$ cat src/hdl/uhs_pkg.sv
// Shared types, constants and character functions for the hostname slugger.
package uhs_pkg;

  // Default cap on the number of slug characters.
  localparam int MAX_LEN_DEFAULT = 63;

  // Depth of the command queue between scanner and emitter (power of two).
  localparam int QUEUE_DEPTH = 2;

  // Fallback text length and the width of an index into it.
  localparam int FALLBACK_LEN = 10;
  localparam int FB_IDX_W     = 4;

  // Character and byte constants.
  localparam logic [7:0] CH_DASH      = 8'h2D;
  localparam logic [7:0] CH_NONE      = 8'h00;
  localparam logic [7:0] CH_LOWER_A   = 8'h61;
  localparam logic [7:0] CH_LOWER_Z   = 8'h7A;
  localparam logic [7:0] CH_UPPER_A   = 8'h41;
  localparam logic [7:0] CH_UPPER_Z   = 8'h5A;
  localparam logic [7:0] CH_DIGIT_0   = 8'h30;
  localparam logic [7:0] CH_DIGIT_9   = 8'h39;
  localparam logic [7:0] CASE_BIT     = 8'h20;
  localparam logic [2:0] LEAD2_PREFIX = 3'b110;
  localparam logic [1:0] CONT_PREFIX  = 2'b10;

  // Work items handed from the scanner to the emitter.
  typedef enum logic [1:0] {
    CMD_CHAR,
    CMD_DASH_CHAR,
    CMD_END_FALLBACK,
    CMD_END
  } cmd_kind_t;

  typedef struct packed {
    cmd_kind_t  kind;
    logic [7:0] ch;
  } cmd_t;

  // Fold a Latin-1 code point (0xC0..0xFF, low 8 bits given) to a bare letter.
  // Returns CH_NONE when the code point is not a foldable letter.
  function automatic logic [7:0] fold_latin(input logic [7:0] cp);
    logic [7:0] x;
    x = cp | CASE_BIT;
    if (x >= 8'hE0 && x <= 8'hE5) return 8'h61;
    if (x == 8'hE7) return 8'h63;
    if (x >= 8'hE8 && x <= 8'hEB) return 8'h65;
    if (x >= 8'hEC && x <= 8'hEF) return 8'h69;
    if (x == 8'hF1) return 8'h6E;
    if (x >= 8'hF2 && x <= 8'hF6) return 8'h6F;
    if (x >= 8'hF9 && x <= 8'hFC) return 8'h75;
    return CH_NONE;
  endfunction

  // Classify a plain ASCII byte: lowercase letter or digit, else CH_NONE.
  function automatic logic [7:0] fold_ascii(input logic [7:0] b);
    if (b >= CH_LOWER_A && b <= CH_LOWER_Z) return b;
    if (b >= CH_UPPER_A && b <= CH_UPPER_Z) return b | CASE_BIT;
    if (b >= CH_DIGIT_0 && b <= CH_DIGIT_9) return b;
    return CH_NONE;
  endfunction

  // Characters of the fallback name used when the slug comes out empty.
  function automatic logic [7:0] fallback_char(input logic [FB_IDX_W-1:0] idx);
    logic [7:0] c;
    unique case (idx)
      4'd0:    c = 8'h68;
      4'd1:    c = 8'h61;
      4'd2:    c = 8'h2D;
      4'd3:    c = 8'h61;
      4'd4:    c = 8'h69;
      4'd5:    c = 8'h72;
      4'd6:    c = 8'h70;
      4'd7:    c = 8'h6C;
      4'd8:    c = 8'h61;
      4'd9:    c = 8'h79;
      default: c = CH_NONE;
    endcase
    return c;
  endfunction

endpackage

$ cat src/hdl/uhs_if.sv
// Valid/ready channel interfaces for name bytes and slug characters.
interface uhs_name_if;
  logic       valid;
  logic       ready;
  logic [7:0] name_byte;

  modport source (output valid, output name_byte, input ready);
  modport sink (input valid, input name_byte, output ready);
endinterface

interface uhs_slug_if;
  logic       valid;
  logic       ready;
  logic [7:0] out_char;
  logic       end_of_slug;

  modport source (output valid, output out_char, output end_of_slug, input ready);
  modport sink (input valid, input out_char, input end_of_slug, output ready);
endinterface

$ cat src/hdl/utf8_hostname_slugger_unit.sv
// Top level of the UTF-8 name to hostname slug converter.
// A slug character reaches the output through the command queue and then the output register.
// Throughput: one name byte per cycle while the command queue is not full; a byte that
// releases a dash and a letter emits both, and the zero byte may emit the fallback name first.
// The command queue absorbs those bursts; the output register decouples the sink.
// Reset (rst, synchronous): flags to their idle values, queue empty, output invalid.
module utf8_hostname_slugger_unit #(
  parameter int MAX_LEN = uhs_pkg::MAX_LEN_DEFAULT
) (
  input  logic       clk,
  input  logic       rst,
  uhs_name_if.sink   name_ch,
  uhs_slug_if.source slug_ch
);

  logic          queue_full;
  logic          push;
  uhs_pkg::cmd_t push_cmd;
  logic          head_valid;
  uhs_pkg::cmd_t head;
  logic          pop;

  // Byte decoding and slug state.
  uhs_scanner #(.MAX_LEN(MAX_LEN)) u_scanner (
    .clk        (clk),
    .rst        (rst),
    .name_ch    (name_ch),
    .queue_full (queue_full),
    .push       (push),
    .push_cmd   (push_cmd)
  );

  // Command queue between front and back.
  uhs_queue u_queue (
    .clk        (clk),
    .rst        (rst),
    .push       (push),
    .push_cmd   (push_cmd),
    .full       (queue_full),
    .head_valid (head_valid),
    .head       (head),
    .pop        (pop)
  );

  // Character emission.
  uhs_emitter #(.MAX_LEN(MAX_LEN)) u_emitter (
    .clk        (clk),
    .rst        (rst),
    .head_valid (head_valid),
    .head       (head),
    .pop        (pop),
    .slug_ch    (slug_ch)
  );

endmodule

$ cat src/hdl/uhs_queue.sv
// Small command queue between the byte scanner and the character emitter.
module uhs_queue (
  input  logic          clk,
  input  logic          rst,
  input  logic          push,
  input  uhs_pkg::cmd_t push_cmd,
  output logic          full,
  output logic          head_valid,
  output uhs_pkg::cmd_t head,
  input  logic          pop
);

  localparam int PTR_W = (uhs_pkg::QUEUE_DEPTH > 1) ? $clog2(uhs_pkg::QUEUE_DEPTH) : 1;
  localparam int CNT_W = $clog2(uhs_pkg::QUEUE_DEPTH + 1);
  localparam logic [CNT_W-1:0] DEPTH_C = CNT_W'(uhs_pkg::QUEUE_DEPTH);

  uhs_pkg::cmd_t          entries [uhs_pkg::QUEUE_DEPTH];
  logic [PTR_W-1:0]       wr_ptr;
  logic [PTR_W-1:0]       rd_ptr;
  logic [CNT_W-1:0]       count;

  assign full       = (count == DEPTH_C);
  assign head_valid = (count != '0);
  assign head       = entries[rd_ptr];

  // Entry storage; no reset needed on payload.
  always_ff @(posedge clk) begin
    if (push) begin
      entries[wr_ptr] <= push_cmd;
    end
  end

  // Pointers and fill count.
  always_ff @(posedge clk) begin
    if (rst) begin
      wr_ptr <= '0;
      rd_ptr <= '0;
      count  <= '0;
    end else begin
      if (push) begin
        wr_ptr <= wr_ptr + 1'b1;
      end
      if (pop) begin
        rd_ptr <= rd_ptr + 1'b1;
      end
      if (push && !pop) begin
        count <= count + 1'b1;
      end else if (pop && !push) begin
        count <= count - 1'b1;
      end
    end
  end

endmodule

$ cat src/hdl/uhs_scanner.sv
// Front end: accepts name bytes, decodes UTF-8 and tracks slug state.
module uhs_scanner #(
  parameter int MAX_LEN = uhs_pkg::MAX_LEN_DEFAULT
) (
  input  logic          clk,
  input  logic          rst,
  uhs_name_if.sink      name_ch,
  input  logic          queue_full,
  output logic          push,
  output uhs_pkg::cmd_t push_cmd
);

  localparam int WCW = $clog2(MAX_LEN + 1);
  localparam logic [WCW-1:0] MAX_W = WCW'(MAX_LEN);

  logic [WCW-1:0] written_count, written_count_next;
  logic           last_was_separator, last_was_separator_next;
  logic           dash_pending, dash_pending_next;
  logic [4:0]     lead_bits, lead_bits_next;
  logic           lead_valid, lead_valid_next;
  logic           skipping_continuation, skipping_continuation_next;
  logic           length_capped, length_capped_next;

  logic           accept;
  logic [7:0]     b;
  logic           take_en;
  logic [7:0]     take_ch;
  logic [WCW-1:0] sent_count;

  assign name_ch.ready = !queue_full;
  assign accept        = name_ch.valid && name_ch.ready;
  assign b             = name_ch.name_byte;
  assign sent_count    = written_count - WCW'(dash_pending);

  // Decode the byte and decide whether it counts as a letter or separator.
  always_comb begin
    lead_bits_next             = lead_bits;
    lead_valid_next            = lead_valid;
    skipping_continuation_next = skipping_continuation;
    take_en                    = 1'b0;
    take_ch                    = uhs_pkg::CH_NONE;
    if (accept && b != 8'h00 && !length_capped) begin
      if (lead_valid) begin
        lead_valid_next = 1'b0;
        lead_bits_next  = '0;
        take_en         = 1'b1;
        take_ch         = (lead_bits == 5'b00011) ?
                          uhs_pkg::fold_latin({lead_bits[1:0], b[5:0]}) :
                          uhs_pkg::CH_NONE;
      end else if (skipping_continuation && b[7:6] == uhs_pkg::CONT_PREFIX) begin
        skipping_continuation_next = 1'b1;
      end else begin
        skipping_continuation_next = 1'b0;
        if (!b[7]) begin
          take_en = 1'b1;
          take_ch = uhs_pkg::fold_ascii(b);
        end else if (b[7:5] == uhs_pkg::LEAD2_PREFIX) begin
          lead_bits_next  = b[4:0];
          lead_valid_next = 1'b1;
        end else begin
          skipping_continuation_next = 1'b1;
          take_en                    = 1'b1;
        end
      end
    end
  end

  // Count letters and separators, form commands, and handle the end of a name.
  always_comb begin
    written_count_next      = written_count;
    last_was_separator_next = last_was_separator;
    dash_pending_next       = dash_pending;
    length_capped_next      = length_capped;
    push                    = 1'b0;
    push_cmd.kind           = uhs_pkg::CMD_CHAR;
    push_cmd.ch             = take_ch;
    if (accept && b == 8'h00) begin
      push                    = 1'b1;
      push_cmd.kind           = (sent_count == '0) ? uhs_pkg::CMD_END_FALLBACK :
                                                     uhs_pkg::CMD_END;
      written_count_next      = '0;
      last_was_separator_next = 1'b1;
      dash_pending_next       = 1'b0;
      length_capped_next      = 1'b0;
    end else if (take_en) begin
      if (take_ch == uhs_pkg::CH_NONE) begin
        if (!last_was_separator) begin
          dash_pending_next       = 1'b1;
          last_was_separator_next = 1'b1;
          written_count_next      = written_count + 1'b1;
        end
      end else begin
        push                    = 1'b1;
        push_cmd.kind           = dash_pending ? uhs_pkg::CMD_DASH_CHAR : uhs_pkg::CMD_CHAR;
        dash_pending_next       = 1'b0;
        last_was_separator_next = 1'b0;
        written_count_next      = written_count + 1'b1;
      end
      if (written_count_next >= MAX_W) begin
        length_capped_next = 1'b1;
      end
    end
  end

  // State registers; a zero byte returns everything to its reset values.
  always_ff @(posedge clk) begin
    if (rst) begin
      written_count         <= '0;
      last_was_separator    <= 1'b1;
      dash_pending          <= 1'b0;
      lead_bits             <= '0;
      lead_valid            <= 1'b0;
      skipping_continuation <= 1'b0;
      length_capped         <= 1'b0;
    end else if (accept && b == 8'h00) begin
      written_count         <= written_count_next;
      last_was_separator    <= last_was_separator_next;
      dash_pending          <= dash_pending_next;
      lead_bits             <= '0;
      lead_valid            <= 1'b0;
      skipping_continuation <= 1'b0;
      length_capped         <= length_capped_next;
    end else begin
      written_count         <= written_count_next;
      last_was_separator    <= last_was_separator_next;
      dash_pending          <= dash_pending_next;
      lead_bits             <= lead_bits_next;
      lead_valid            <= lead_valid_next;
      skipping_continuation <= skipping_continuation_next;
      length_capped         <= length_capped_next;
    end
  end

endmodule

$ cat src/hdl/uhs_emitter.sv
// Back end: expands queued commands into slug characters in an output register.
module uhs_emitter #(
  parameter int MAX_LEN = uhs_pkg::MAX_LEN_DEFAULT
) (
  input  logic          clk,
  input  logic          rst,
  input  logic          head_valid,
  input  uhs_pkg::cmd_t head,
  output logic          pop,
  uhs_slug_if.source    slug_ch
);

  localparam int FB_LIM = (MAX_LEN < uhs_pkg::FALLBACK_LEN) ? MAX_LEN : uhs_pkg::FALLBACK_LEN;
  localparam logic [uhs_pkg::FB_IDX_W-1:0] FB_LIM_C = uhs_pkg::FB_IDX_W'(FB_LIM);

  logic [uhs_pkg::FB_IDX_W-1:0] idx;
  logic                         out_valid;
  logic [7:0]                   out_char;
  logic                         out_end;
  logic                         load;
  logic                         emit;
  logic                         last_step;
  logic [7:0]                   res_char;
  logic                         res_end;

  assign load = !out_valid || slug_ch.ready;
  assign emit = load && head_valid;
  assign pop  = emit && last_step;

  assign slug_ch.valid       = out_valid;
  assign slug_ch.out_char    = out_char;
  assign slug_ch.end_of_slug = out_end;

  // Pick the character for the current step of the head command.
  always_comb begin
    res_char  = uhs_pkg::CH_NONE;
    res_end   = 1'b0;
    last_step = 1'b1;
    unique case (head.kind)
      uhs_pkg::CMD_CHAR: begin
        res_char = head.ch;
      end
      uhs_pkg::CMD_DASH_CHAR: begin
        res_char  = (idx == '0) ? uhs_pkg::CH_DASH : head.ch;
        last_step = (idx != '0);
      end
      uhs_pkg::CMD_END_FALLBACK: begin
        if (idx == FB_LIM_C) begin
          res_end = 1'b1;
        end else begin
          res_char  = uhs_pkg::fallback_char(idx);
          last_step = 1'b0;
        end
      end
      uhs_pkg::CMD_END: begin
        res_end = 1'b1;
      end
      default: begin
        res_end = 1'b0;
      end
    endcase
  end

  // Step counter within a command and output valid flag.
  always_ff @(posedge clk) begin
    if (rst) begin
      idx       <= '0;
      out_valid <= 1'b0;
    end else begin
      if (emit) begin
        idx <= last_step ? '0 : idx + 1'b1;
      end
      if (load) begin
        out_valid <= head_valid;
      end
    end
  end

  // Output payload register.
  always_ff @(posedge clk) begin
    if (emit) begin
      out_char <= res_char;
      out_end  <= res_end;
    end
  end

endmodule
$ cat src/flat_wrapper.sv
// flat-port wrapper written by rule: the top's interface ports become plain ports
module utf8_hostname_slugger_unit_flat 
#(
  parameter int MAX_LEN = uhs_pkg::MAX_LEN_DEFAULT
)
  (clk, rst, name_ch_valid, name_ch_name_byte, name_ch_ready, slug_ch_valid, slug_ch_out_char, slug_ch_end_of_slug, slug_ch_ready);
  uhs_name_if name_ch_i ();
  uhs_slug_if slug_ch_i ();
  input  logic clk;
  input  logic rst;
  input wire logic [$bits(name_ch_i.valid)-1:0] name_ch_valid;
  input wire logic [$bits(name_ch_i.name_byte)-1:0] name_ch_name_byte;
  output wire logic [$bits(name_ch_i.ready)-1:0] name_ch_ready;
  output wire logic [$bits(slug_ch_i.valid)-1:0] slug_ch_valid;
  output wire logic [$bits(slug_ch_i.out_char)-1:0] slug_ch_out_char;
  output wire logic [$bits(slug_ch_i.end_of_slug)-1:0] slug_ch_end_of_slug;
  input wire logic [$bits(slug_ch_i.ready)-1:0] slug_ch_ready;
  assign name_ch_i.valid = name_ch_valid;
  assign name_ch_i.name_byte = name_ch_name_byte;
  assign name_ch_ready = name_ch_i.ready;
  assign slug_ch_valid = slug_ch_i.valid;
  assign slug_ch_out_char = slug_ch_i.out_char;
  assign slug_ch_end_of_slug = slug_ch_i.end_of_slug;
  assign slug_ch_i.ready = slug_ch_ready;
  utf8_hostname_slugger_unit #(.MAX_LEN(MAX_LEN)) u_core (.clk(clk), .rst(rst), .name_ch(name_ch_i), .slug_ch(slug_ch_i));
endmodule
$ cat config.mk
export PLATFORM = sky130hd
export DESIGN_NAME = utf8_hostname_slugger_unit_flat
export DESIGN_NICKNAME = d
export VERILOG_FILES = /design/src/hdl/uhs_pkg.sv /design/src/hdl/uhs_if.sv /design/src/hdl/utf8_hostname_slugger_unit.sv /design/src/hdl/uhs_queue.sv /design/src/hdl/uhs_scanner.sv /design/src/hdl/uhs_emitter.sv /design/src/flat_wrapper.sv
export SDC_FILE = /design/constraint.sdc
export NUM_CORES = 1
export LEC_CHECK = 0
export BUFFER_PORTS_ARGS = -buffer_cell sky130_fd_sc_hd__buf_2
export CELL_PAD_IN_SITES_DETAIL_PLACEMENT = 0
export CELL_PAD_IN_SITES_GLOBAL_PLACEMENT = 1
export CORE_ASPECT_RATIO = 1.25
export CORE_UTILIZATION = 42
export DETAILED_ROUTE_END_ITERATION = 7
export PLACE_DENSITY = 0.76
export SETUP_SLACK_MARGIN = 0.2
export SYNTH_ARGS = -nofsm -noshare
export SYNTH_HDL_FRONTEND = slang
export SYNTH_SLANG_ARGS = --single-unit
$ cat constraint.sdc
create_clock -name clk -period 3 [get_ports clk]
set_input_delay 0.6 -clock clk [delete_from_list [all_inputs] [get_ports clk]]
set_output_delay 0.6 -clock clk [all_outputs]
set_load 0.005 [all_outputs]
### Yosys cells after proc, flatten, opt, wreduce, memory -nomap -nowiden

Memories as Yosys holds them, arrays and structs flattened. A register that Yosys moved wholly into a read port is not among the register bits.
Index checks and enable logic that the tools add are counted.

| operators by class | value |
|---|---|
| add/sub/neg operators | 7 |
| $lt $le $gt $ge | 17 |
| equality and inequality tests | 12 |
| multiplexer cells | 139 |
| bitwise gates (word level) | 1 |
| reduce and logical (&&, ||, !) cells | 39 |

Operators with widths:

| cell | number |
|---|---|
| 8-bit two-way mux | 36 |
| 1-bit two-way mux | 86 |
| 8-bit >= comparator (second input constant) | 5 |
| 8-bit less-or-equal comparator (second input constant) | 5 |
| 6-bit two-way mux | 4 |
| 8-bit case mux with 3 select lines | 1 |
| 5-bit two-way mux | 4 |
| 1-bit logical AND | 17 |
| 8-bit by 7-bit >= comparator with 1-bit output (second input constant) | 2 |
| 8-bit by 7-bit less-or-equal comparator with 1-bit output (second input constant) | 2 |
| 8-bit zero test | 2 |
| 7-bit equality test (second input constant) | 2 |
| 4-bit two-way mux | 3 |
| 2-bit equality test (second input constant) | 4 |
| 8-bit by 6-bit >= comparator with 1-bit output (second input constant) | 1 |
| 8-bit by 6-bit less-or-equal comparator with 1-bit output (second input constant) | 1 |
| 2-bit nonzero test | 4 |
| 8-bit nonzero test | 1 |
| 6-bit by 1-bit adder with 6-bit output (second input constant) | 1 |
| 6-bit >= comparator (second input constant) | 1 |
| 6-bit zero test | 1 |
| 2-bit two-way mux | 3 |
| 2-bit AND reduction | 3 |
| 6-bit by 1-bit subtractor with 6-bit output | 1 |
| 18 further kinds | 25 |

| storage, ports and cells | value |
|---|---|
| register bits | 34 |
| RAM bits | 20 |
| bits in read-only memories | 112 |
| bits of input ports | 12 |
| output and inout bits | 11 |
| word-level logic and storage cells | 231 |
| memories kept | 2 |

Memory list:

| name | words | bits a word | rd ports | clocked after memory_dff | write ports | line | RTL |
|---|---|---|---|---|---|---|---|
| (no name shown) | 16 | 7 | 1 | 1 | 0 | uhs_pkg.sv:66 | `unique case (idx)` |
| u_core.u_queue.entries | 2 | 10 | 1 | 1 | 1 | uhs_queue.sv:17 | `uhs_pkg::cmd_t entries [uhs_pkg::QUEUE_DEPTH];` |

### Logic depth before layout (Yosys ltp)

Gate-level depths: netlist of run 1.

| logic depth | value |
|---|---|
| depth after elaboration | 57 |
| gate-level depth with buffers | 13 |
| gate-level depth less buffers | 12 |

### By module

Synthesis of run 1 repeated with hierarchy kept, for this count alone.

| second synthesis, totals | value |
|---|---|
| cells, all modules | 330 |
| area total of the unflattened synthesis | 3363.2 um^2 |

By module, submodules not included:

| module | instances | cells an instance | area an instance (um^2) | sequential area each (um^2) |
|---|---|---|---|---|
| uhs_scanner | 1 | 163 | 1260.0 | 320.3 |
| uhs_emitter | 1 | 114 | 1174.9 | 510.5 |
| uhs_queue | 1 | 53 | 928.4 | 700.7 |

### Worst setup path after synthesis of run 1

Ideal clock, no wire load.

| timing path | value |
|---|---|
| path type | input to register |
| start point | in name_ch_name_byte[3] |
| end point | mem u_core.u_queue.entries[1][0] (netlist name), enable pin |
| setup time | 0.377 ns |
| arrival | 2.615 ns |
| required time | 2.623 ns |
| setup slack | 0.008 ns |
| cell stages on the path | 9 |
| buffers on the path | 2 |
| path through | buf_2 > nor2_1 > and4b_1 > or3_1 > buf_2 > a311o_1 > inv_2 > nor2_1 > nor2b_1 |

RTL lines:

| item | line | RTL |
|---|---|---|
| from (decl) | flat_wrapper.sv:12 | `input wire logic [$bits(name_ch_i.name_byte)-1:0] name_ch_name_byte;` |
| to (decl) | uhs_queue.sv:17 |  |

==> key figures, run 1 <==
Setup path
  – Element type at the critical path start: primary input
  – Setup crit end kind: flop
  – Critical Path RT: between 3 and 4 ns
  – Worst path arrival time: between 2 and 3 ns
  – Crit path kind: in -> reg
  – R2R depth: 10
  – R2r setup slk: between 0.4 and 0.5 ns
  – CP max FO: 10

Synth
  – Async SR Flop Fraction: 0%
  – Yosys cell types: 57
  – Top cells by area, synth: edfxtp_1, dfxtp_1, ha_1
  – Syn Inst Count: between 300 and 400
  – Sequential area share after synthesis: a little under half
  – Ys Warns: 0
  – EDFF count, synth: 26
  – Synth Register Bits: 59
  – Primary FF master, synth: dfxtp_1
  – Post-synth top area cell: edfxtp_1
  – Share of the synthesized area in the top cell type: about a quarter
  – Syn_area_per_cell: roughly 9.6 µm²
  – Synth Cell Area: 3100 µm²
  – Post-synth net total: between 300 and 400

Floorplanning
  – Starting Density: around 44%
  – DIE HEIGHT: roughly 100 µm
  – I/O pins: 23
  – Cell Rows: 34
  – Core area: approximately 7000 µm²
  – Die X: between 70 and 80 µm
  – Die ar.: ~7700 µm²

Routing
  – Met3 routed WL: ~200 µm
  – Routed WL per cell: between 10 and 15 µm
  – Total iterations of the first detailed-routing run: 4
  – Vias post-DR: between 2000 and 2500
  – Top Layer Used: met4
  – Vias per cell: approximately 5.3
  – Wire length on met1: between 2 and 3 mm
  – DRC Markers: 0
  – Detail Route Antenna Nets: 0
  – Metal2 WL: 2.98 mm
  – Initial drt markers: 58
  – Final wirelength: 6.00 mm

GRT
  – Vias in the first global route: about 2200
  – First-pass GRT wire length: around 10 mm
  – Initial antenna violation count: 0
  – Global Route Usage Sum: about 17%
  – Total gr overflow: 0
  – Largest net degree at the start of global routing: 15

Placement
  – I/O Buffers: 21
  – Final Wtd Congestion: ~0.84
  – Final HPWL DP: between 4 and 5 mm
  – DP Area: between 3000 and 4000 µm²

Clocking
  – CTS HTree Levels: 3
  – CTS tree: built
  – Clk_lat worst skew: about 0.33 ns
  – Clock Tree Root: clkbuf_8
  – Clk pin slew, worst setup/hold paths: 0.07 ns
  – Num CTS Buffers: 9
  – Max clock buf depth: 2
  – Setup repair bufs after CTS: 0
  – Cts hold-fix bufs: 0
  – Clk sinks: approximately 60

Power
  – PwrDens: roughly 770 nW/µm²
  – Peak VDD IR: ~360 µV
  – Total power: around 2.8 mW
  – Lkg Pwr: 1.39 nW

Layout
  – Most common cell after layout, fill and taps aside: nor2_1
  – Nets: between 300 and 400
  – Synthesis-to-finish area growth: 15.9%
  – Layout cells sized above 1: approximately 18%
  – Commonest cells after routing, fill and taps aside: nor2_1, dfxtp_1, a21oi_1, edfxtp_1, buf_2
  – # diodes: 0
  – Design Area, Final: 3600 µm²

STA
  – Sum Neg Setup Slack: 0 ns
  – Final setup viols: 0
  – Min Tclk post-route: between 2 and 3 ns
  – Maximum clock frequency: 388 MHz
  – Max-slew violations: 0
  – Hold Violations, Final: 0
  – Part of the cycle the worst path needs: a little under nine tenths
  – Fin Clk Skew: 0.00822 ns
  – Slew of the pin with the lowest slew margin: just under 0.6 ns
  – Slew HR: 60.1%
  – Setup repair after global routing missed its margin: no

Min path
  – Worst hold path type: reg -> reg
  – Min-Delay Path Depth: 2
  – Hold path start: u_core.u_scanner.length_capped$_SDFFE_PP0P_
  – Hold Path End: u_core.u_scanner.length_capped$_SDFFE_PP0P_

Run status
  – Status: finished clean

Run
  – Max-Cap Viols: 0
Yosys cell counts, types with 5 or more instances:
library cell,instances
clkbuf_1,10
mux2i_1,11
nand2_1,17
nor2_1,45
nand2b_1,6
nand3_1,9
xnor2_1,9
dfxtp_1,33
a22o_1,6
o21ai_1,7
a21oi_1,28
inv_1,13
a22oi_1,5
ha_1,17
o21ai_0,7
inv_2,6
edfxtp_1,26
final cells by class:
class	count	area [µm²]
multi-input cells	230	1540
well taps	90	113
repair buffers	31	180
clock inverters	5	98.8
fillers	677	3460
inverters	20	75.1
clock buffers	11	151
flip-flops and latches	59	1440
worst max-delay path: stages:
cell	delay [ns]
buf_2	0.18
nor2_2	0.09
and4b_1	0.19
or3_1	0.43
a311o_1	0.33
inv_2	0.12
nor2_2	0.07
inv_2	0.05
ha_1	0.24
or3_1	0.37
a21oi_1	0.14
through the flow:
stage                     hold slack [ns]  cells  util, %  setup WS, ns
final                               0.482    446     50.9         0.423
after global routing                0.519    446     50.9         0.239
after CTS                           0.479    446     50.9         0.316
after detailed placement            0.461    430     47.3        0.0772
after global placement              0.460    430     47.3         0.155
after floorplan                     0.428    324        -         0.201
how the worst max path moves through the flow:
| stage | startpoint | cells after the start | slack (ns) | end |
|---|---|---|---|---|
| 3_3_place_gp | name_ch_name_byte[3] | 11 | 0.15 | u_core.u_queue.count[1]$_SDFFE_PP0P_ |
| 3_5_place_dp | name_ch_name_byte[3] | 11 | 0.08 | u_core.u_queue.count[1]$_SDFFE_PP0P_ |
| 5_1_grt | flop | 11 | 0.24 | flop |
| 6_report | name_ch_name_byte[3] | 11 | 0.42 | u_core.u_queue.count[1]$_SDFFE_PP0P_ |
| 4_1_cts | flop | 10 | 0.32 | flop |
| 2_1_floorplan | name_ch_name_byte[3] | 12 | 0.20 | u_core.u_queue.count[1]$_SDFFE_PP0P_ |
power breakdown:
| group | switching [mW] | leakage [nW] | total [mW] | internal (mW) |
|---|---|---|---|---|
| clock network | 0.299 | 0.127 | 0.892 | 0.593 |
| logic | 0.477 | 0.752 | 0.811 | 0.334 |
| registers | 0.0651 | 0.510 | 1.07 | 1.00 |
| total | 0.841 | 1.39 | 2.77 | 1.93 |
timing repair:
item	in CTS	in global routing
setup endpoints to repair	0	3
resized for setup	0	2
endpoints found under the hold margin	0	0
kinds of logic after synthesis:
logic type | count (synthesis) | share of synthesized area (%)
compound gates | 76 | 16.7
xor+xnor | 13 | 3.67
fa+ha+maj | 18 | 7.18
buf+inv | 35 | 4.44
flops | 59 | 46.5
mux | 12 | 3.91
other cells | 1 | 0.121
simple gates | 110 | 17.5
metal layers:
| layer | vias to the layer above | global-route usage (%) |
|---|---|---|
| met1 | 1082 | 20.9 |
| met5 | - | 0 |
| li1 | 1207 | - |
| met4 | 0 | 7.27 |
| met2 | 48 | 29.1 |
| met3 | 7 | 4.77 |
Note: power is estimated with default switching activity, not from simulation.
==> inputs of run 2 (changes only) <==
==> constraint.sdc (replaced) <==
create_clock -name clk -period 3 [get_ports clk]
set_input_delay 0.45 -clock clk [delete_from_list [all_inputs] [get_ports clk]]
set_output_delay 0.45 -clock clk [all_outputs]
set_load 0.005 [all_outputs]
==> key figures, run 2 (synthesis results as in run 1) <==
Run status
  – Status: finished clean

GRT
  – Initial antenna violation count: 0 (unchanged)
  – Vias in the first global route: 2339 (+6.8%)
  – First-pass GRT wire length: 10.6 mm (+1.3%)
  – Total gr overflow: 0 (unchanged)
  – Largest net degree at the start of global routing: 16 (+1)
  – Global Route Usage Sum: 17.6% (+0.18 points)

Layout
  – # diodes: 0 (unchanged)
  – Synthesis-to-finish area growth: 13.5%
  – Layout cells sized above 1: 17.7% (-0.23 points)
  – Nets: 379 (-0.26%)
  – Design Area, Final: 3520 µm² (-2.1%)
  – Fill cell count: 690 (+1.9%)
  – Commonest cells after routing, fill and taps aside: nor2_1, dfxtp_1, a21oi_1, edfxtp_1, buf_2
  – Multi-input gate area: 1540 µm² (+0.16%)
  – Most common cell after layout, fill and taps aside: nor2_1
  – Register area: 1440 µm² (unchanged)

Clocking
  – Clk_lat worst skew: 0.34 ns (about the same)
  – CTS tree: built
  – CTS HTree Levels: 3 (unchanged)
  – Num CTS Buffers: 9 (unchanged)
  – Max clock buf depth: 2 (unchanged)
  – Clk sinks: 59 (unchanged)
  – Cts hold-fix bufs: 0 (unchanged)
  – Clock Tree Root: clkbuf_8
  – Clk pin slew, worst setup/hold paths: 0.07 ns (about the same)

Routing
  – Detail Route Antenna Nets: 0 (unchanged)
  – Final wirelength: 6.00 mm (about the same)
  – Vias per cell: 5.29 (+0.65%)
  – DRC Markers: 0 (unchanged)
  – Vias post-DR: 2354 (+0.43%)
  – Total iterations of the first detailed-routing run: 4 (unchanged)
  – Routed WL per cell: 13.5 µm (+0.16%)
  – Initial drt markers: 78 (+34%)

STA
  – Max-slew violations: 0 (unchanged)
  – Hold Violations, Final: 0 (unchanged)
  – Sum Neg Setup Slack: 0 ns (unchanged)
  – Setup repair after global routing missed its margin: yes
  – Min Tclk post-route: 2.65 ns (+0.0694 ns)
  – Slew of the pin with the lowest slew margin: 0.572 ns (-0.0231 ns)
  – Part of the cycle the worst path needs: 88.2% (+2.3 points)
  – WHS: 0.388 ns (-0.0931 ns)
  – Final setup viols: 0 (unchanged)
  – Maximum clock frequency: 378 MHz (-2.6%)
  – Fin Clk Skew: 0.0100 ns (+0.00179 ns)
  – Slew HR: 61.9% (+1.7 points)

Floorplanning
  – Starting Density: 43.9% (unchanged)
  – Cell Rows: 34 (unchanged)
  – Core area: 7060 µm² (unchanged)
  – Die ar.: 7740 µm² (unchanged)
  – Die X: 78.9 µm (unchanged)
  – DIE HEIGHT: 98.1 µm (unchanged)
  – I/O pins: 23 (unchanged)

Setup path
  – Crit path kind: reg -> reg
  – Ordered list of cells on the worst path: mux2i_1 -> inv_1 -> ha_1 -> inv_1 -> o211a_1 -> o21bai_1 -> or2_1 -> ha_1 -> o31ai_1 -> o21ai_1
  – R2r setup slk: 0.35 ns (-0.13 ns)
  – Critical Path RT: 3.21 ns (-0.05 ns)
  – CP max FO: 7 (-3)
  – Slowest CP cell: dfxtp_1
  – CP Buf/Inv Count: 2 (-1)
  – R2R depth: 10 (unchanged)
  – Slowest stage delay, CP: 0.39 ns (-0.04 ns)
  – Setup crit end kind: flop
  – Cell family with most CP delay: compound AO/OA/AOI/OAI gates
  – Worst path arrival time: 2.85 ns (about the same)
  – Element type at the critical path start: flop

Min path
  – Hold Path End: u_core.u_emitter.slug_ch.valid$_SDFFE_PP0P_
  – Hold path start: rst
  – Worst hold path type: in -> reg
  – Min-Delay Path Depth: 2 (unchanged)

Power
  – Peak VDD IR: 308 µV (-15%)
  – Lkg Pwr: 1.34 nW (-3.7%)
  – PwrDens: 711 nW/µm² (-7.7%)
  – Total power: 2.50 mW (-9.7%)

Placement
  – DP Area: 3330 µm² (-0.37%)
  – Final Wtd Congestion: 0.823 (-2.2%)
  – I/O Buffers: 21 (unchanged)
  – Final HPWL DP: 4.46 mm (+0.84%)

Run
  – Max-Cap Viols: 0 (unchanged)
run 2: changes by cell type in the layout (fill, tap and decap cells not counted), moves of 2 or more:
cell | previous run | this run
nor2_2 | 2 | 0
clkinvlp_4 | 0 | 3
nor2_1 | 43 | 45
bufinv_16 | 3 | 0
run 2: layout make-up:
class                   count  area share, %
clock buffers              10           3.91
inverters                  20           2.13
repair buffers             30           4.90
well taps                  90           3.20
multi-input cells         230           43.7
clock inverters             6           1.17
flip-flops and latches     59           40.9
run 2: worst register-to-register path: cells and delay by family, from the launching register on:
kind | cells | cell delay, ns
buffers and inverters | 2 | 0.21
adder cells (fa/ha/maj) | 2 | 0.52
AO/OA/AOI/OAI | 4 | 0.67
AND/OR/NAND/NOR | 1 | 0.39
multiplexers | 1 | 0.33
flip-flops | 1 | 0.39
run 2: what timing repair did:
item	CTS	global route
gates resized for setup	0	3
setup endpoints to repair	0	4
buffers inserted	0	0
run 2: how the worst max path moves through the flow:
| stage | to | slack (ns) | cells past startpoint |
|---|---|---|---|
| floorplan | u_core.u_queue.count[1]$_SDFFE_PP0P_ | 0.23 | 12 |
| global placement | u_core.u_queue.count[1]$_SDFFE_PP0P_ | 0.27 | 11 |
| detailed placement | u_core.u_queue.count[1]$_SDFFE_PP0P_ | 0.17 | 11 |
| CTS | flop | 0.26 | 11 |
| global route | flop | 0.18 | 10 |
| finish | flop | 0.35 | 10 |
run 2: metal layers:
layer	vias up	global-route usage [%]	routed length, µm
met5	-	0	0
met2	41	30.4	3100
met3	7	5.05	218
met1	1095	20.3	2590
li1	1211	-	-
met4	0	6.71	92
run 2: metrics by stage:
stage	utilization (%)	worst slack, ns	cells
2_1_floorplan	-	0.234	324
3_3_place_gp	47.1	0.268	429
3_5_place_dp	47.1	0.172	429
4_1_cts	49.7	0.261	445
5_1_grt	49.9	0.178	445
6_report	49.9	0.354	445
run 2: power by group:
group	switching [mW]	leakage [nW]	internal [mW]
Combinational	0.475	0.744	0.324
Clock	0.313	0.0843	0.319
Sequential	0.0690	0.510	1.00
Total	0.856	1.34	1.65
==> inputs of run 3 (changes only) <==
- RECOVER_POWER: not set -> 50
==> key figures, run 3 (synthesis results as in run 1) <==
Routing
  – Metal2 WL: 3.06 mm (-1.1%)
  – Routed WL per cell: 13.5 µm (+0.32%)
  – DRC Markers: 0 (unchanged)
  – Wire length on met1: 2.67 mm (+3.0%)
  – Final wirelength: 6.02 mm (+0.32%)
  – Vias per cell: 5.28 (-0.17%)
  – Initial drt markers: 84 (+7.7%)
  – Top Layer Used: met4
  – Total iterations of the first detailed-routing run: 4 (unchanged)
  – Met3 routed WL: 190 µm (-13%)
  – Detail Route Antenna Nets: 0 (unchanged)
  – Vias post-DR: 2350 (-0.17%)

Power
  – Power share of the clock group: 25.4% (+0.2 points)
  – Comb pwr share: 31.6% (-0.3 points)
  – Peak VDD IR: 305 µV (-0.75%)
  – Lkg Pwr: 1.33 nW (-0.90%)
  – PwrDens: 711 nW/µm² (about the same)
  – Sequential share of power: 43.0% (+0.2 points)
  – Int Pwr: 1.64 mW (-0.60%)
  – Psw: 854 µW (-0.27%)
  – Switching share of power: 34.3% (+0.075 points)

Placement
  – I/O Buffers: 21 (unchanged)
  – Final HPWL DP: 4.46 mm (unchanged)
  – Setup WS pre-CTS: 0.172 ns (unchanged)
  – Final Wtd Congestion: 0.823 (unchanged)

Floorplanning
  – I/O pins: 23 (unchanged)
  – Die ar.: 7740 µm² (unchanged)
  – Cell Rows: 34 (unchanged)
  – Die X: 78.9 µm (unchanged)
  – Starting Density: 43.9% (unchanged)
  – Core area: 7060 µm² (unchanged)
  – DIE HEIGHT: 98.1 µm (unchanged)

Setup path
  – CP Buf/Inv Count: 2 (unchanged)
  – Cell family with most CP delay: compound AO/OA/AOI/OAI gates
  – Slowest CP cell: or2_1
  – Element type at the critical path start: flop
  – Slowest stage delay, CP: 0.40 ns (about the same)
  – Worst path arrival time: 2.84 ns (about the same)
  – R2r setup slk: 0.37 ns (about the same)
  – CP max FO: 7 (unchanged)
  – Crit path kind: reg -> reg
  – Setup crit end kind: flop
  – Ordered list of cells on the worst path: mux2i_1 -> inv_1 -> ha_1 -> inv_1 -> o211a_1 -> o21bai_1 -> or2_1 -> ha_1 -> o31ai_1 -> o21ai_1
  – Critical Path RT: 3.21 ns (about the same)

Clocking
  – CTS tree: built
  – Clk sinks: 59 (unchanged)
  – Clk_lat worst skew: 0.34 ns (about the same)
  – Clock Tree Root: clkbuf_8
  – CTS HTree Levels: 3 (unchanged)
  – Clk pin slew, worst setup/hold paths: 0.07 ns (about the same)
  – Max clock buf depth: 2 (unchanged)
  – Num CTS Buffers: 9 (unchanged)
  – Setup repair bufs after CTS: 0 (unchanged)

GRT
  – First-pass GRT wire length: 10.6 mm (unchanged)
  – Total gr overflow: 0 (unchanged)
  – Global Route Usage Sum: 17.6% (unchanged)
  – Largest net degree at the start of global routing: 16 (unchanged)
  – Initial antenna violation count: 0 (unchanged)
  – Vias in the first global route: 2339 (unchanged)

Layout
  – Synthesis-to-finish area growth: 12.9%
  – Layout cells sized above 1: 15.5% (-2.3 points)
  – # diodes: 0 (unchanged)
  – Commonest cells after routing, fill and taps aside: nor2_1, dfxtp_1, a21oi_1, edfxtp_1, buf_2
  – Most common cell after layout, fill and taps aside: nor2_1
  – Fill cell count: 691 (+0.14%)
  – Register area: 1440 µm² (unchanged)
  – Nets: 379 (unchanged)
  – Multi-input gate area: 1530 µm² (-0.57%)
  – Final Util: 49.6% (-0.23 points)

Min path
  – Worst hold path type: in -> reg
  – Hold path start: rst

STA
  – Fin Clk Skew: 0.00907 ns (-0.000940 ns)
  – Hold Violations, Final: 0 (unchanged)
  – Max-slew violations: 0 (unchanged)
  – Final setup viols: 0 (unchanged)
  – Maximum clock frequency: 380 MHz (+0.49%)
  – Part of the cycle the worst path needs: 87.8% (-0.43 points)
  – Slew HR: 38.3% (-24 points)
  – Setup repair after global routing missed its margin: yes
  – Worst setup margin: 0.367 ns (+0.0130 ns)
  – Min Tclk post-route: 2.63 ns (-0.0130 ns)
  – Sum Neg Setup Slack: 0 ns (unchanged)
  – Slew of the pin with the lowest slew margin: 0.925 ns (+0.353 ns)

Run status
  – Status: finished clean

Run
  – Max-Cap Viols: 0 (unchanged)
run 3: changes by cell type in the layout (fill, tap and decap cells not counted), moves of 2 or more:
cell	change
clkbuf_1	+4
inv_1	+2
o21ai_0	+3
o21ai_1	-3
inv_2	-2
buf_2	-3
run 3: layout make-up:
| class | instances | area share, % |
|---|---|---|
| timing repair buffer | 30 | 4.71 |
| multi-input combinational | 230 | 43.7 |
| clock buffer | 10 | 3.93 |
| sequential | 59 | 41.1 |
| tap | 90 | 3.21 |
| clock inverter | 6 | 1.18 |
| inverter | 20 | 2.14 |
run 3: power groups by stage:
stage          registers [mW]  clock network, mW  logic [mW]
3_3_place_gp             1.09                  0       0.786
5_1_grt                  1.09              0.687       0.902
3_5_place_dp             1.09                  0       0.803
4_1_cts                  1.07              0.652       0.809
6_report                 1.07              0.632       0.787
2_1_floorplan            1.08                  0       0.577
run 3: worst reg2reg max path: stages (launching register included):
cell and delay [ns]:
dfxtp_1 0.38, mux2i_1 0.32, inv_1 0.13, ha_1 0.25
inv_1 0.08, o211a_1 0.17, o21bai_1 0.14, or2_1 0.40
ha_1 0.27, o31ai_1 0.26, o21ai_1 0.10
run 3: path summary, 6_finish.rpt:
| kind | endpoint | depth (start not counted) |
|---|---|---|
| max | flop | 10 |
| min | u_core.u_emitter.slug_ch.valid$_SDFFE_PP0P_ | 2 |
| max reg2reg | flop | 10 |
| min reg2reg | u_core.u_scanner.length_capped$_SDFFE_PP0P_ | 2 |
run 3: repair_timing:
item                                    in CTS  in global routing
endpoints found under the setup margin       0                  4
gates resized for setup                      0                  3
hold buffers                                 0                  0
run 3: stage by stage:
stage	total power [mW]	hold WS [ns]	area (µm²)	cells
after floorplan	1.66	0.428	3110	324
after global placement	1.87	0.457	3330	429
after detailed placement	1.89	0.462	3330	429
after CTS	2.53	0.377	3510	445
after global routing	2.68	0.402	3500	445
final	2.49	0.388	3500	445
run 3: routing by layer:
| metal | up-vias | track usage, % |
|---|---|---|
| met3 | 7 | 5.05 |
| met2 | 39 | 30.4 |
| met4 | 0 | 6.71 |
| met5 | - | 0 |
| met1 | 1095 | 20.3 |
| li1 | 1209 | - |
